**config.mk**
```make
export PLATFORM = sky130hd
export DESIGN_NAME = omni_drive_wheel_mixer_core
export DESIGN_NICKNAME = d
export VERILOG_FILES = /design/src/hdl/omd_pkg.sv /design/src/hdl/omd_div_pipe.sv /design/src/hdl/omni_drive_wheel_mixer_core.sv
export SDC_FILE = /design/constraint.sdc
export NUM_CORES = 2
export LEC_CHECK = 0
export BUFFER_PORTS_ARGS = -buffer_cell sky130_fd_sc_hd__buf_4
export CAP_MARGIN = 20
export CORE_MARGIN = 5
export CORE_UTILIZATION = 45
export CTS_CLUSTER_SIZE = 20
export DETAILED_ROUTE_END_ITERATION = 12
export PLACE_DENSITY = 0.61
export SLEW_MARGIN = 5
export SYNTH_ARGS = -nofsm -noshare
export SYNTH_HDL_FRONTEND = slang
export SYNTH_HIERARCHICAL = 1
export SYNTH_SLANG_ARGS = --single-unit
```
**constraint.sdc**
```tcl
create_clock -name clock -period 28.7 [get_ports clock]
set_clock_uncertainty 0.1 [all_clocks]
set_input_delay 4.305 -clock clock [delete_from_list [all_inputs] [get_ports clock]]
set_output_delay 4.305 -clock clock [all_outputs]
set_load 0.05 [all_outputs]
```
**src/hdl/omd_pkg.sv**
```systemverilog
// Shared types and constants for the omni drive wheel mixer.
`default_nettype none

package omd_pkg;

   // Number of wheels and width of the quotient produced by the divider.
   localparam int OMD_LANES = 4;
   localparam int OMD_QUO_W = 7;

   // Wheel lane positions inside a lane bank.
   localparam int LANE_NE = 0;
   localparam int LANE_NW = 1;
   localparam int LANE_SE = 2;
   localparam int LANE_SW = 3;

   localparam logic [6:0] PCT_FULL = 7'd100;

   typedef struct packed {
      logic [8:0] direction;
      logic [6:0] speed;
      logic [8:0] heading;
   } omd_req_type;

   typedef struct packed {
      logic [6:0] ne_power;
      logic       ne_reverse;
      logic [6:0] nw_power;
      logic       nw_reverse;
      logic [6:0] se_power;
      logic       se_reverse;
      logic [6:0] sw_power;
      logic       sw_reverse;
   } omd_rsp_type;

   // One wheel on its way through the divider.
   typedef struct packed {
      logic [14:0] rem;
      logic [7:0]  div;
      logic [6:0]  quo;
      logic [6:0]  mag;
      logic        scale;
      logic        rev;
   } omd_lane_type;

   typedef omd_lane_type [OMD_LANES-1:0] omd_bank_type;

endpackage

`default_nettype wire

```
**src/hdl/omd_div_pipe.sv**
```systemverilog
// Pipelined restoring divider, one quotient bit per stage, four wheel lanes.
`default_nettype none

module omd_div_pipe (
   input  wire logic                 clock,
   input  wire logic                 reset,
   input  wire logic                 in_valid,
   output logic                      in_ready,
   input  wire omd_pkg::omd_bank_type in_bank,
   output logic                      out_valid,
   input  wire logic                 out_ready,
   output omd_pkg::omd_bank_type     out_bank
);
   import omd_pkg::*;

   localparam int STEPS = OMD_QUO_W;

   // One restoring step: try to take the divisor shifted up by the bit weight.
   function automatic omd_lane_type div_step(input omd_lane_type l, input int b);
      logic [14:0]  trial;
      omd_lane_type r;
      trial = 15'(l.div) << b;
      r = l;
      if (l.rem >= trial) begin
         r.rem = l.rem - trial;
         r.quo[b] = 1'b1;
      end
      return r;
   endfunction

   logic [STEPS:0]  adv;
   logic            stage_v_ff [STEPS];
   omd_bank_type    stage_ff [STEPS];

   always_comb begin
      adv[STEPS] = out_ready;
      for (int k = STEPS - 1; k >= 0; k--) begin
         adv[k] = !stage_v_ff[k] || adv[k+1];
      end
   end

   assign in_ready  = adv[0];
   assign out_valid = stage_v_ff[STEPS-1];
   assign out_bank  = stage_ff[STEPS-1];

   for (genvar k = 0; k < STEPS; k++) begin : g_stage
      omd_bank_type src;
      logic         src_v;
      omd_bank_type stage_in;

      if (k == 0) begin : g_first
         assign src   = in_bank;
         assign src_v = in_valid;
      end else begin : g_rest
         assign src   = stage_ff[k-1];
         assign src_v = stage_v_ff[k-1];
      end

      always_comb begin
         for (int i = 0; i < OMD_LANES; i++) begin
            stage_in[i] = div_step(src[i], STEPS - 1 - k);
         end
      end

      always_ff @(posedge clock) begin
         if (reset) begin
            stage_v_ff[k] <= 1'b0;
         end else if (adv[k]) begin
            stage_v_ff[k] <= src_v;
         end
      end

      always_ff @(posedge clock) begin
         if (adv[k]) begin
            stage_ff[k] <= stage_in;
         end
      end
   end

endmodule

`default_nettype wire

```
**src/hdl/omni_drive_wheel_mixer_core.sv**
```systemverilog
// Top level of the four-wheel omni drive mixer.
//
//   Channel | Direction | Handshake            | Beat contents
//   req     | in        | req_valid/req_ready  | direction, speed, heading
//   rsp     | out       | rsp_valid/rsp_ready  | power and reverse flag per wheel
//
// A beat accepted on req passes through five front stages, seven divider
// stages (one quotient bit each) and the output register before it reaches
// rsp. One beat can be accepted every cycle unless rsp stalls all stages.
// Reset is synchronous and clears only the valid bits of every stage.
// A stall on rsp backs up only as far as the first empty stage, so bubbles
// are squeezed out and no beat is lost or repeated.
`default_nettype none

module omni_drive_wheel_mixer_core (
   input  wire logic                 clock,
   input  wire logic                 reset,
   input  wire logic                 req_valid,
   output logic                      req_ready,
   input  wire omd_pkg::omd_req_type req_data,
   output logic                      rsp_valid,
   input  wire logic                 rsp_ready,
   output omd_pkg::omd_rsp_type      rsp_data
);
   import omd_pkg::*;

   // Reciprocal constants: floor(v*5/9) = (v*36410) >> 16 for v up to 180,
   // and floor(p/100) = (p*5243) >> 19 for p up to 12700.
   localparam logic [15:0] ROT_RECIP = 16'd36410;
   localparam logic [12:0] PCT_RECIP = 13'd5243;

   typedef struct packed {
      logic [8:0] dir;
      logic [8:0] head;
      logic [6:0] spd;
   } st_a_type;

   typedef struct packed {
      logic [6:0] xm;
      logic       xn;
      logic [6:0] ym;
      logic       yn;
      logic [7:0] ang;
      logic       rneg;
      logic [6:0] spd;
   } st_b_type;

   typedef struct packed {
      logic [13:0] px;
      logic        xn;
      logic [13:0] py;
      logic        yn;
      logic [6:0]  rot;
      logic        rneg;
      logic [6:0]  spd;
   } st_c_type;

   typedef struct packed {
      logic [6:0] qx;
      logic       xn;
      logic [6:0] qy;
      logic       yn;
      logic [6:0] rot;
      logic       rneg;
      logic [6:0] spd;
   } st_d_type;

   // Rounded 100*tan(k degrees) for k = 0..45.
   function automatic logic [6:0] tan_lookup(input logic [5:0] k);
      logic [6:0] t;
      case (k)
         6'd0:  t = 7'd0;   6'd1:  t = 7'd2;   6'd2:  t = 7'd3;   6'd3:  t = 7'd5;
         6'd4:  t = 7'd7;   6'd5:  t = 7'd9;   6'd6:  t = 7'd11;  6'd7:  t = 7'd12;
         6'd8:  t = 7'd14;  6'd9:  t = 7'd16;  6'd10: t = 7'd18;  6'd11: t = 7'd19;
         6'd12: t = 7'd21;  6'd13: t = 7'd23;  6'd14: t = 7'd25;  6'd15: t = 7'd27;
         6'd16: t = 7'd29;  6'd17: t = 7'd31;  6'd18: t = 7'd32;  6'd19: t = 7'd34;
         6'd20: t = 7'd36;  6'd21: t = 7'd38;  6'd22: t = 7'd40;  6'd23: t = 7'd42;
         6'd24: t = 7'd45;  6'd25: t = 7'd47;  6'd26: t = 7'd49;  6'd27: t = 7'd51;
         6'd28: t = 7'd53;  6'd29: t = 7'd55;  6'd30: t = 7'd58;  6'd31: t = 7'd60;
         6'd32: t = 7'd62;  6'd33: t = 7'd65;  6'd34: t = 7'd67;  6'd35: t = 7'd70;
         6'd36: t = 7'd73;  6'd37: t = 7'd75;  6'd38: t = 7'd78;  6'd39: t = 7'd81;
         6'd40: t = 7'd84;  6'd41: t = 7'd87;  6'd42: t = 7'd90;  6'd43: t = 7'd93;
         6'd44: t = 7'd97;
         default: t = 7'd100;
      endcase
      return t;
   endfunction

   // Final magnitude: the quotient when scaling applies, clamped to full scale.
   function automatic logic [6:0] final_mag(input omd_lane_type l);
      logic [6:0] m;
      if (!l.scale) begin
         m = l.mag;
      end else if (l.div == 8'd0 || l.quo > PCT_FULL) begin
         m = PCT_FULL;
      end else begin
         m = l.quo;
      end
      return m;
   endfunction

   // Stage valid bits and payloads.
   logic         a_v_ff, b_v_ff, c_v_ff, d_v_ff, e_v_ff;
   st_a_type     a_ff, a_in;
   st_b_type     b_ff, b_in;
   st_c_type     c_ff, c_in;
   st_d_type     d_ff, d_in;
   omd_bank_type e_ff, e_in;

   logic         a_adv, b_adv, c_adv, d_adv, e_adv, out_adv;
   logic         div_in_ready, div_out_valid;
   omd_bank_type div_out_bank;

   logic         rsp_valid_ff;
   omd_rsp_type  rsp_data_ff, rsp_data_in;

   // A stage loads whenever it is empty or its successor is taking its beat.
   assign out_adv   = !rsp_valid_ff || rsp_ready;
   assign e_adv     = !e_v_ff || div_in_ready;
   assign d_adv     = !d_v_ff || e_adv;
   assign c_adv     = !c_v_ff || d_adv;
   assign b_adv     = !b_v_ff || c_adv;
   assign a_adv     = !a_v_ff || b_adv;
   assign req_ready = a_adv;

   // Stage A: fold out-of-range direction and heading back by a full turn.
   always_comb begin
      a_in.dir  = (req_data.direction > 9'd360) ? req_data.direction - 9'd360
                                                 : req_data.direction;
      a_in.head = (req_data.heading >= 9'd360) ? req_data.heading - 9'd360
                                                : req_data.heading;
      a_in.spd  = req_data.speed;
   end

   // Stage B: quadrant decode and tangent lookup give the unit drive vector
   // as magnitude and sign; the heading error becomes an angle of at most 180.
   logic [8:0] b_center;
   logic [8:0] b_diff;
   logic [6:0] b_tan;
   logic [8:0] b_back;

   always_comb begin
      if (a_ff.dir <= 9'd90) begin
         b_center = 9'd45;
      end else if (a_ff.dir <= 9'd180) begin
         b_center = 9'd135;
      end else if (a_ff.dir <= 9'd270) begin
         b_center = 9'd225;
      end else begin
         b_center = 9'd315;
      end
      b_diff = (a_ff.dir >= b_center) ? a_ff.dir - b_center : b_center - a_ff.dir;
      b_tan  = tan_lookup((b_diff > 9'd45) ? 6'd45 : b_diff[5:0]);

      if (a_ff.dir <= 9'd90) begin
         b_in.xm = PCT_FULL;  b_in.xn = 1'b0;
         b_in.ym = b_tan;     b_in.yn = (a_ff.dir > b_center);
      end else if (a_ff.dir <= 9'd180) begin
         b_in.xm = b_tan;     b_in.xn = (a_ff.dir > b_center);
         b_in.ym = PCT_FULL;  b_in.yn = 1'b1;
      end else if (a_ff.dir <= 9'd270) begin
         b_in.xm = PCT_FULL;  b_in.xn = 1'b1;
         b_in.ym = b_tan;     b_in.yn = (a_ff.dir < b_center);
      end else begin
         b_in.xm = b_tan;     b_in.xn = (a_ff.dir < b_center);
         b_in.ym = PCT_FULL;  b_in.yn = 1'b0;
      end

      b_back = 9'd360 - a_ff.head;
      if (a_ff.head > 9'd180) begin
         b_in.ang  = b_back[7:0];
         b_in.rneg = 1'b1;
      end else begin
         b_in.ang  = a_ff.head[7:0];
         b_in.rneg = 1'b0;
      end
      b_in.spd = a_ff.spd;
   end

   // Stage C: scale the vector by speed and form rot = angle*5/9.
   logic [23:0] c_rot_prod;

   always_comb begin
      c_rot_prod = 24'(b_ff.ang) * 24'(ROT_RECIP);
      c_in.px    = 14'(b_ff.xm) * 14'(b_ff.spd);
      c_in.py    = 14'(b_ff.ym) * 14'(b_ff.spd);
      c_in.xn    = b_ff.xn;
      c_in.yn    = b_ff.yn;
      c_in.rot   = c_rot_prod[22:16];
      c_in.rneg  = b_ff.rneg;
      c_in.spd   = b_ff.spd;
   end

   // Stage D: divide the speed products by 100, truncating the magnitude,
   // which matches truncation toward zero once the sign is put back.
   logic [26:0] d_qx_prod, d_qy_prod;

   always_comb begin
      d_qx_prod = 27'(c_ff.px) * 27'(PCT_RECIP);
      d_qy_prod = 27'(c_ff.py) * 27'(PCT_RECIP);
      d_in.qx   = d_qx_prod[25:19];
      d_in.qy   = d_qy_prod[25:19];
      d_in.xn   = c_ff.xn;
      d_in.yn   = c_ff.yn;
      d_in.rot  = c_ff.rot;
      d_in.rneg = c_ff.rneg;
      d_in.spd  = c_ff.spd;
   end

   // Stage E: mix in the heading correction, split sign from magnitude and
   // prepare the divider operands for wheels that exceed full scale.
   logic signed [8:0] e_xb, e_yb, e_reff;
   logic signed [8:0] e_val [OMD_LANES];
   logic [7:0]        e_mag [OMD_LANES];

   always_comb begin
      e_xb   = d_ff.xn   ? -$signed({2'b00, d_ff.qx})  : $signed({2'b00, d_ff.qx});
      e_yb   = d_ff.yn   ? -$signed({2'b00, d_ff.qy})  : $signed({2'b00, d_ff.qy});
      e_reff = d_ff.rneg ? -$signed({2'b00, d_ff.rot}) : $signed({2'b00, d_ff.rot});

      e_val[LANE_NE] = e_yb + e_reff;
      e_val[LANE_NW] = e_xb - e_reff;
      e_val[LANE_SE] = e_xb + e_reff;
      e_val[LANE_SW] = e_yb - e_reff;

      for (int i = 0; i < OMD_LANES; i++) begin
         e_mag[i]       = e_val[i][8] ? 8'(-e_val[i]) : e_val[i][7:0];
         e_in[i].rem    = 15'(e_mag[i]) * 15'(PCT_FULL);
         e_in[i].div    = 8'(d_ff.spd) + 8'(d_ff.rot);
         e_in[i].quo    = '0;
         e_in[i].mag    = e_mag[i][6:0];
         e_in[i].scale  = (e_mag[i] > 8'(PCT_FULL));
         e_in[i].rev    = e_val[i][8];
      end
   end

   always_ff @(posedge clock) begin
      if (reset) begin
         a_v_ff <= 1'b0;
         b_v_ff <= 1'b0;
         c_v_ff <= 1'b0;
         d_v_ff <= 1'b0;
         e_v_ff <= 1'b0;
      end else begin
         if (a_adv) a_v_ff <= req_valid;
         if (b_adv) b_v_ff <= a_v_ff;
         if (c_adv) c_v_ff <= b_v_ff;
         if (d_adv) d_v_ff <= c_v_ff;
         if (e_adv) e_v_ff <= d_v_ff;
      end
   end

   always_ff @(posedge clock) begin
      if (a_adv) a_ff <= a_in;
      if (b_adv) b_ff <= b_in;
      if (c_adv) c_ff <= c_in;
      if (d_adv) d_ff <= d_in;
      if (e_adv) e_ff <= e_in;
   end

   // Scaling divide mag*100/(speed+rot), one quotient bit per stage.
   omd_div_pipe u_div (
      .clock     (clock),
      .reset     (reset),
      .in_valid  (e_v_ff),
      .in_ready  (div_in_ready),
      .in_bank   (e_ff),
      .out_valid (div_out_valid),
      .out_ready (out_adv),
      .out_bank  (div_out_bank)
   );

   // Output register: picks scaled or plain magnitude per wheel.
   always_comb begin
      rsp_data_in.ne_power   = final_mag(div_out_bank[LANE_NE]);
      rsp_data_in.ne_reverse = div_out_bank[LANE_NE].rev;
      rsp_data_in.nw_power   = final_mag(div_out_bank[LANE_NW]);
      rsp_data_in.nw_reverse = div_out_bank[LANE_NW].rev;
      rsp_data_in.se_power   = final_mag(div_out_bank[LANE_SE]);
      rsp_data_in.se_reverse = div_out_bank[LANE_SE].rev;
      rsp_data_in.sw_power   = final_mag(div_out_bank[LANE_SW]);
      rsp_data_in.sw_reverse = div_out_bank[LANE_SW].rev;
   end

   always_ff @(posedge clock) begin
      if (reset) begin
         rsp_valid_ff <= 1'b0;
      end else if (out_adv) begin
         rsp_valid_ff <= div_out_valid;
      end
   end

   always_ff @(posedge clock) begin
      if (out_adv) begin
         rsp_data_ff <= rsp_data_in;
      end
   end

   assign rsp_valid = rsp_valid_ff;
   assign rsp_data  = rsp_data_ff;

endmodule

`default_nettype wire

```
## After elaboration in Yosys (flattened, before gate mapping)

Memories as Yosys holds them, arrays and structs flattened.
Cells that the tools add are included.

| cells by class | value |
|---|---|
| $lt $le $gt $ge | 46 |
| reductions and logical operators | 34 |
| mux-type cells | 119 |
| $mul | 9 |
| $add $sub $neg | 45 |
| bitwise operators | 7 |

Operator list:

| kind | count |
|---|---|
| $mux W15 | 28 |
| $mux W9 | 10 |
| $mux W1 | 65 |
| $ge A15 B10 Y1 | 4 |
| $ge A15 B11 Y1 | 4 |
| $ge A15 B12 Y1 | 4 |
| $ge A15 B13 Y1 | 4 |
| $ge A15 B14 Y1 | 4 |
| $ge A15 B8 Y1 | 4 |
| $ge A15 B9 Y1 | 4 |
| $sub A15 B10 Y15 | 4 |
| $sub A15 B11 Y15 | 4 |
| $sub A15 B12 Y15 | 4 |
| $sub A15 B13 Y15 | 4 |
| $sub A15 B14 Y15 | 4 |
| $sub A15 B8 Y15 | 4 |
| $sub A15 B9 Y15 | 4 |
| $mux W7 | 8 |
| $mul A14 B13 Y26 const B | 2 |
| $mul A8 B5 Y13 const B | 4 |
| $mux W8 | 5 |
| $sub A9 B9 Y9 | 4 |
| $gt A8 B7 Y1 const B | 4 |
| $logic_not A8 Y1 | 4 |
| other kinds (24) | 70 |

| storage, ports and cells | value |
|---|---|
| memories | 3 |
| memory bits (writable) | 1099 |
| output and inout port bits | 34 |
| logic and storage cells | 318 |
| ROM bits | 448 |
| flip-flop bits (word level) | 267 |

Memories:

| name | words | bits a word | rd ports | clocked after Yosys merged registers in | wr ports | RTL line | source |
|---|---|---|---|---|---|---|---|
| u_div.stage_ff | 7 | 156 | 7 | 0 | 7 | omd_div_pipe.sv:33 | `omd_bank_type stage_ff [STEPS];` |
| (name not given) | 64 | 7 | 1 | 0 | 0 | omni_drive_wheel_mixer_core.sv:71 | `case (k)` |
| u_div.stage_v_ff | 7 | 1 | 7 | 0 | 7 | omd_div_pipe.sv:32 | `logic stage_v_ff [STEPS];` |

## Longest topological paths before layout

| logic depth | value |
|---|---|
| word-level depth | 14 |
| mapped depth | 30 |
| mapped depth without buffers | 30 |

## Hierarchy

The synthesis kept the hierarchy.

Modules (own cells, without submodules):

| module | cells an instance | area each (um^2) | times used |
|---|---|---|---|
| omd_div_pipe | 3412 | 48596.6 | 1 |
| omni_drive_wheel_mixer_core | 2474 | 26467.9 | 1 |

## Worst setup path before layout

OpenSTA, ideal clock, no wires.

| timing path | value |
|---|---|
| kind | in2out |
| from | input port rsp_ready |
| to | output port req_ready |
| setup slack | 11.856 ns |
| arrival time | 12.439 ns |
| buffers on the path | 1 |
| required time | 24.295 ns |
| stages | 10 |
| path through | nand2b_1 > nor2b_1 > and2_0 > and3_1 > and2_1 > clkbuf_1 > nand3_1 > nor2b_1 > and3_1 > nand3_1 |

| between the ends | value |
|---|---|
| longest elaborated chain between the ends | 13 |

RTL lines:

| what | RTL line | source |
|---|---|---|
| from (decl) | omni_drive_wheel_mixer_core.sv:22 | `input wire logic rsp_ready,` |
| $logic_or A1 B1 Y1 | omni_drive_wheel_mixer_core.sv:118 | `assign out_adv = !rsp_valid_ff \|\| rsp_ready;` |
| $logic_or A1 B1 Y1 (7 in a row) | omd_div_pipe.sv:38 | `adv[k] = !stage_v_ff[k] \|\| adv[k+1];` |
| net div_in_ready | omni_drive_wheel_mixer_core.sv:111 | `logic div_in_ready, div_out_valid;` |
| $logic_or A1 B1 Y1 | omni_drive_wheel_mixer_core.sv:119 | `assign e_adv = !e_v_ff \|\| div_in_ready;` |
| $logic_or A1 B1 Y1 | omni_drive_wheel_mixer_core.sv:120 | `assign d_adv = !d_v_ff \|\| e_adv;` |
| $logic_or A1 B1 Y1 | omni_drive_wheel_mixer_core.sv:121 | `assign c_adv = !c_v_ff \|\| d_adv;` |
| $logic_or A1 B1 Y1 | omni_drive_wheel_mixer_core.sv:122 | `assign b_adv = !b_v_ff \|\| c_adv;` |
| $logic_or A1 B1 Y1 | omni_drive_wheel_mixer_core.sv:123 | `assign a_adv = !a_v_ff \|\| b_adv;` |
| to (decl) | omni_drive_wheel_mixer_core.sv:19 | `output logic req_ready,` |

The timed path passes the listed nets, and every way through them passes these cells.

## Final worst setup path

| timing path | value |
|---|---|
| from | input port rsp_ready |
| to | output port req_ready |

| between the ends | value |
|---|---|
| longest elaborated chain between the ends | 13 |

RTL lines:

| what | RTL line | source |
|---|---|---|
| $logic_or A1 B1 Y1 | omni_drive_wheel_mixer_core.sv:118 |  |
| net out_adv | omni_drive_wheel_mixer_core.sv:110 | `logic a_adv, b_adv, c_adv, d_adv, e_adv, out_adv;` |
| $logic_or A1 B1 Y1 (7 in a row) | omd_div_pipe.sv:38 |  |
| net div_in_ready | omni_drive_wheel_mixer_core.sv:111 |  |
| $logic_or A1 B1 Y1 | omni_drive_wheel_mixer_core.sv:119 |  |
| $logic_or A1 B1 Y1 | omni_drive_wheel_mixer_core.sv:120 |  |
| $logic_or A1 B1 Y1 | omni_drive_wheel_mixer_core.sv:121 |  |
| $logic_or A1 B1 Y1 | omni_drive_wheel_mixer_core.sv:122 |  |
| $logic_or A1 B1 Y1 | omni_drive_wheel_mixer_core.sv:123 |  |

The timed path passes the listed nets, and every way through them passes these cells.

==> run_results.csv <==
group,metric,value,unit
floorplan,ios,63,
critical_path,crit_end,"req_ready",
final_layout,layout-drive-gt1-share,7.22,%
detailed_routing,met1Wirelength,57700,µm
timing,setup_ws,15.87,ns
critical_path,crit_type,"input port to output pin",
floorplan,die_x,409,µm
critical_path,worstPathArrival,8.43,ns
synthesis,avgSynthCellArea,12.8,µm²
timing,drv_slew,0,
synthesis,synth_area,71800,µm²
critical_path,r2r-end,"b_ff[18]",
critical_path,cp_num_cells,13,
place,portBuffers,62,
detailed_routing,firstDrtPassIters,5,
detailed_routing,initialDrtViolationCount,2104,
run_status,status,"complete, no violations",
place,pre_cts_ws,15.83,ns
floorplan,die_y,409,µm
critical_path,worst-path-max-fanout,34,
place,place_congestion,0.866,
floorplan,die-area,168000,µm²
clock_network,cts_tree,"yes",
grt,grt_pass1_vias,41500,
critical_path,setup.worst_path.start_class,"input port",
detailed_routing,met2_length,60700,µm
critical_path,reg2reg_depth,22,
clock_network,cts_made_buffers,138,
clock_network,clk_pin_slew,0.06,ns
floorplan,initial_core_util,45.3,%
floorplan,rows,146,
run,maxCapViolCount,0,
grt,antenna_found_initial,1,
synthesis,yosysWarnings,6,
detailed_routing,antenna_left,0,
detailed_routing,drc,0,
final_layout,finish.utilization,50.0,%
floorplan,coreArea,159000,µm²
timing,worstMarginPinSlew,1.10,ns
detailed_routing,wl_per_cell,15.8,µm
final_layout,final_cells,7984,
timing,setup_tns,0,ns
final_layout,fill_cells,13600,
timing,min_period,12.83,ns
clock_network,ctsResizeCount,0,
critical_path,crit_chain,"buf_4 -> nand2b_2 -> buf_4 -> nor2b_1 -> and2_0 -> and3_1 -> and2_1 -> nand3_4 -> nor2b_1 -> and3_1 -> nand3_1 -> buf_4 -> buf_4",
critical_path,endpoint_kind,"output pin",
critical_path,crit_slowest_cell,"and2_0",
clock_network,clockBufferDepth,3,
timing,finalHoldViolCount,0,
final_layout,antennaDiodeCount,0,
timing,setup-violations-final,0,
critical_path,r2r_slack,21.68,ns
final_layout,area_growth,10.4,%
grt,grt_pass1_wl,210000,µm
grt,track_usage,15.3,%
critical_path,critPathTopFamily,"simple AND/OR/NAND/NOR gates",
critical_path,crit_required,24.29,ns
clock_network,cts_root_buffer,"clkbuf_16",
timing,fmax,77.9,MHz
critical_path,cpPeakStageDelay,0.51,ns
timing,relSlewSlack,26.7,%
clock_network,htree_num_levels,4,
synthesis,synth_cells,5593,
detailed_routing,met3_length,4720,µm
final_layout,final_net_count,6808,
hold_path,hold_path.class,"register to register",
place,dpl.hpwl,95500,µm
detailed_routing,num_vias,40800,
clock_network,cts.sinks,1292,
clock_network,post_cts_buffers,0,
clock_network,cts_hold_buf,0,
critical_path,cp_num_buf_inv,4,
detailed_routing,routed.top_layer,"met4",
critical_path,regToRegStartpoint,"a_ff[16]",
grt,grt_overflow,0,
clock_network,clkLatencyLatePin,0.77,ns
timing,post-route-period-util,44.7,%
critical_path,cp_common_cell,"buf_4",
detailed_routing,via_per_inst,5.11,
critical_path,critPathLaunch,"rsp_ready",
detailed_routing,wl,126000,µm
grt,grt_start_max_net_pins,99,
place,dpl.cell_count,7737,
timing,rsz0062_at_grt,"no",
==> state kept, by name (all words and copies together), names as in the netlist, 7 cells and up <==
| register | cells |
|---|---|
| b_ff | 32 |
| d_ff | 31 |
| a_ff | 25 |
| c_ff | 45 |
| rsp_data | 32 |
| e_ff | 82 |
| u_div/stage_v_ff | 7 |
| u_div/stage_ff | 1032 |
==> metrics by stage <==
stage               hold slack, ns  cell area (µm²)
floorplan                    0.300            71900
global placement             0.301            75000
detailed placement           0.305            75000
CTS                          0.292            79200
global route                 0.297            79300
finish                       0.299            79300
==> placed cells by master, fill, tap and decap left out, types with 32 or more instances in the layout <==
cell       instances
buf_4             92
o31ai_1           32
fa_1             235
clkinv_1          35
xnor2_1          222
nor2b_1           41
nand4_1           35
or2_2             34
edfxtp_1        1286
o21a_1            48
ha_1             735
inv_1            748
o21bai_1          69
and2_1            66
nand2_1          264
nand3_1           55
conb_1            44
a21o_1            98
nand2b_1          72
a21oi_1          290
nor4_1            35
xor2_1           124
nor2_1           240
clkbuf_16        141
o21ai_0          213
nor3_1            90
mux2_2            69
a211oi_1          40
==> area by class of cell <==
type,count,area (µm²),area share [%]
clock buffer,165,3620,4.57
clock inverter,78,639,0.807
inverter,756,2860,3.60
multi-input combinational,3529,30100,38.0
sequential,1292,38700,48.9
tap,2072,2590,3.27
timing repair buffer,92,691,0.871
==> worst reg2reg max path, stage by stage, from the launching register on <==
cell      delay [ns]
edfxtp_1        0.54
o21ai_0         0.29
a211oi_1        0.11
o21ai_0         0.15
nor2b_1         0.46
nor2_1          0.16
or2_2           0.41
ha_1            0.21
inv_1           0.09
fa_1            0.35
nand2b_1        0.18
a31oi_2         0.16
o41a_1          0.55
nor2_2          0.37
o211ai_1        0.15
a2111o_1        0.54
nor2_1          0.44
nand2_1         0.28
ha_1            0.41
a21o_1          0.19
o211ai_1        0.11
a32oi_1         0.16
a211oi_1        0.39
==> metal layers <==
layer | global-route usage (%) | vias to the layer above
met1 | 20.1 | 19400
met5 | 0 | -
met3 | 2.61 | 239
met2 | 26.1 | 649
li1 | - | 20500
met4 | 4.57 | 0
==> how the worst min path moves through the flow <==
| stage | slack, ns | from | cells past startpoint | end |
|---|---|---|---|---|
| 3_3_place_gp | 0.30 | u_div/stage_ff[4][126] | 0 | u_div/stage_ff[5][126] |
| 5_1_grt | 0.30 | u_div/stage_ff[5][117] | 0 | u_div/stage_ff[6][117] |
| 4_1_cts | 0.29 | u_div/stage_ff[5][122] | 0 | u_div/stage_ff[6][122] |
| 2_1_floorplan | 0.30 | a_ff[0] | 0 | b_ff[0] |
| 3_5_place_dp | 0.30 | a_ff[6] | 0 | b_ff[6] |
| 6_report | 0.30 | u_div/stage_ff[3][43] | 0 | u_div/stage_ff[4][43] |
Power is left out: the tool's default activity adds up to more than one toggle a clock period on the data nets, which glitch-free logic cannot reach.
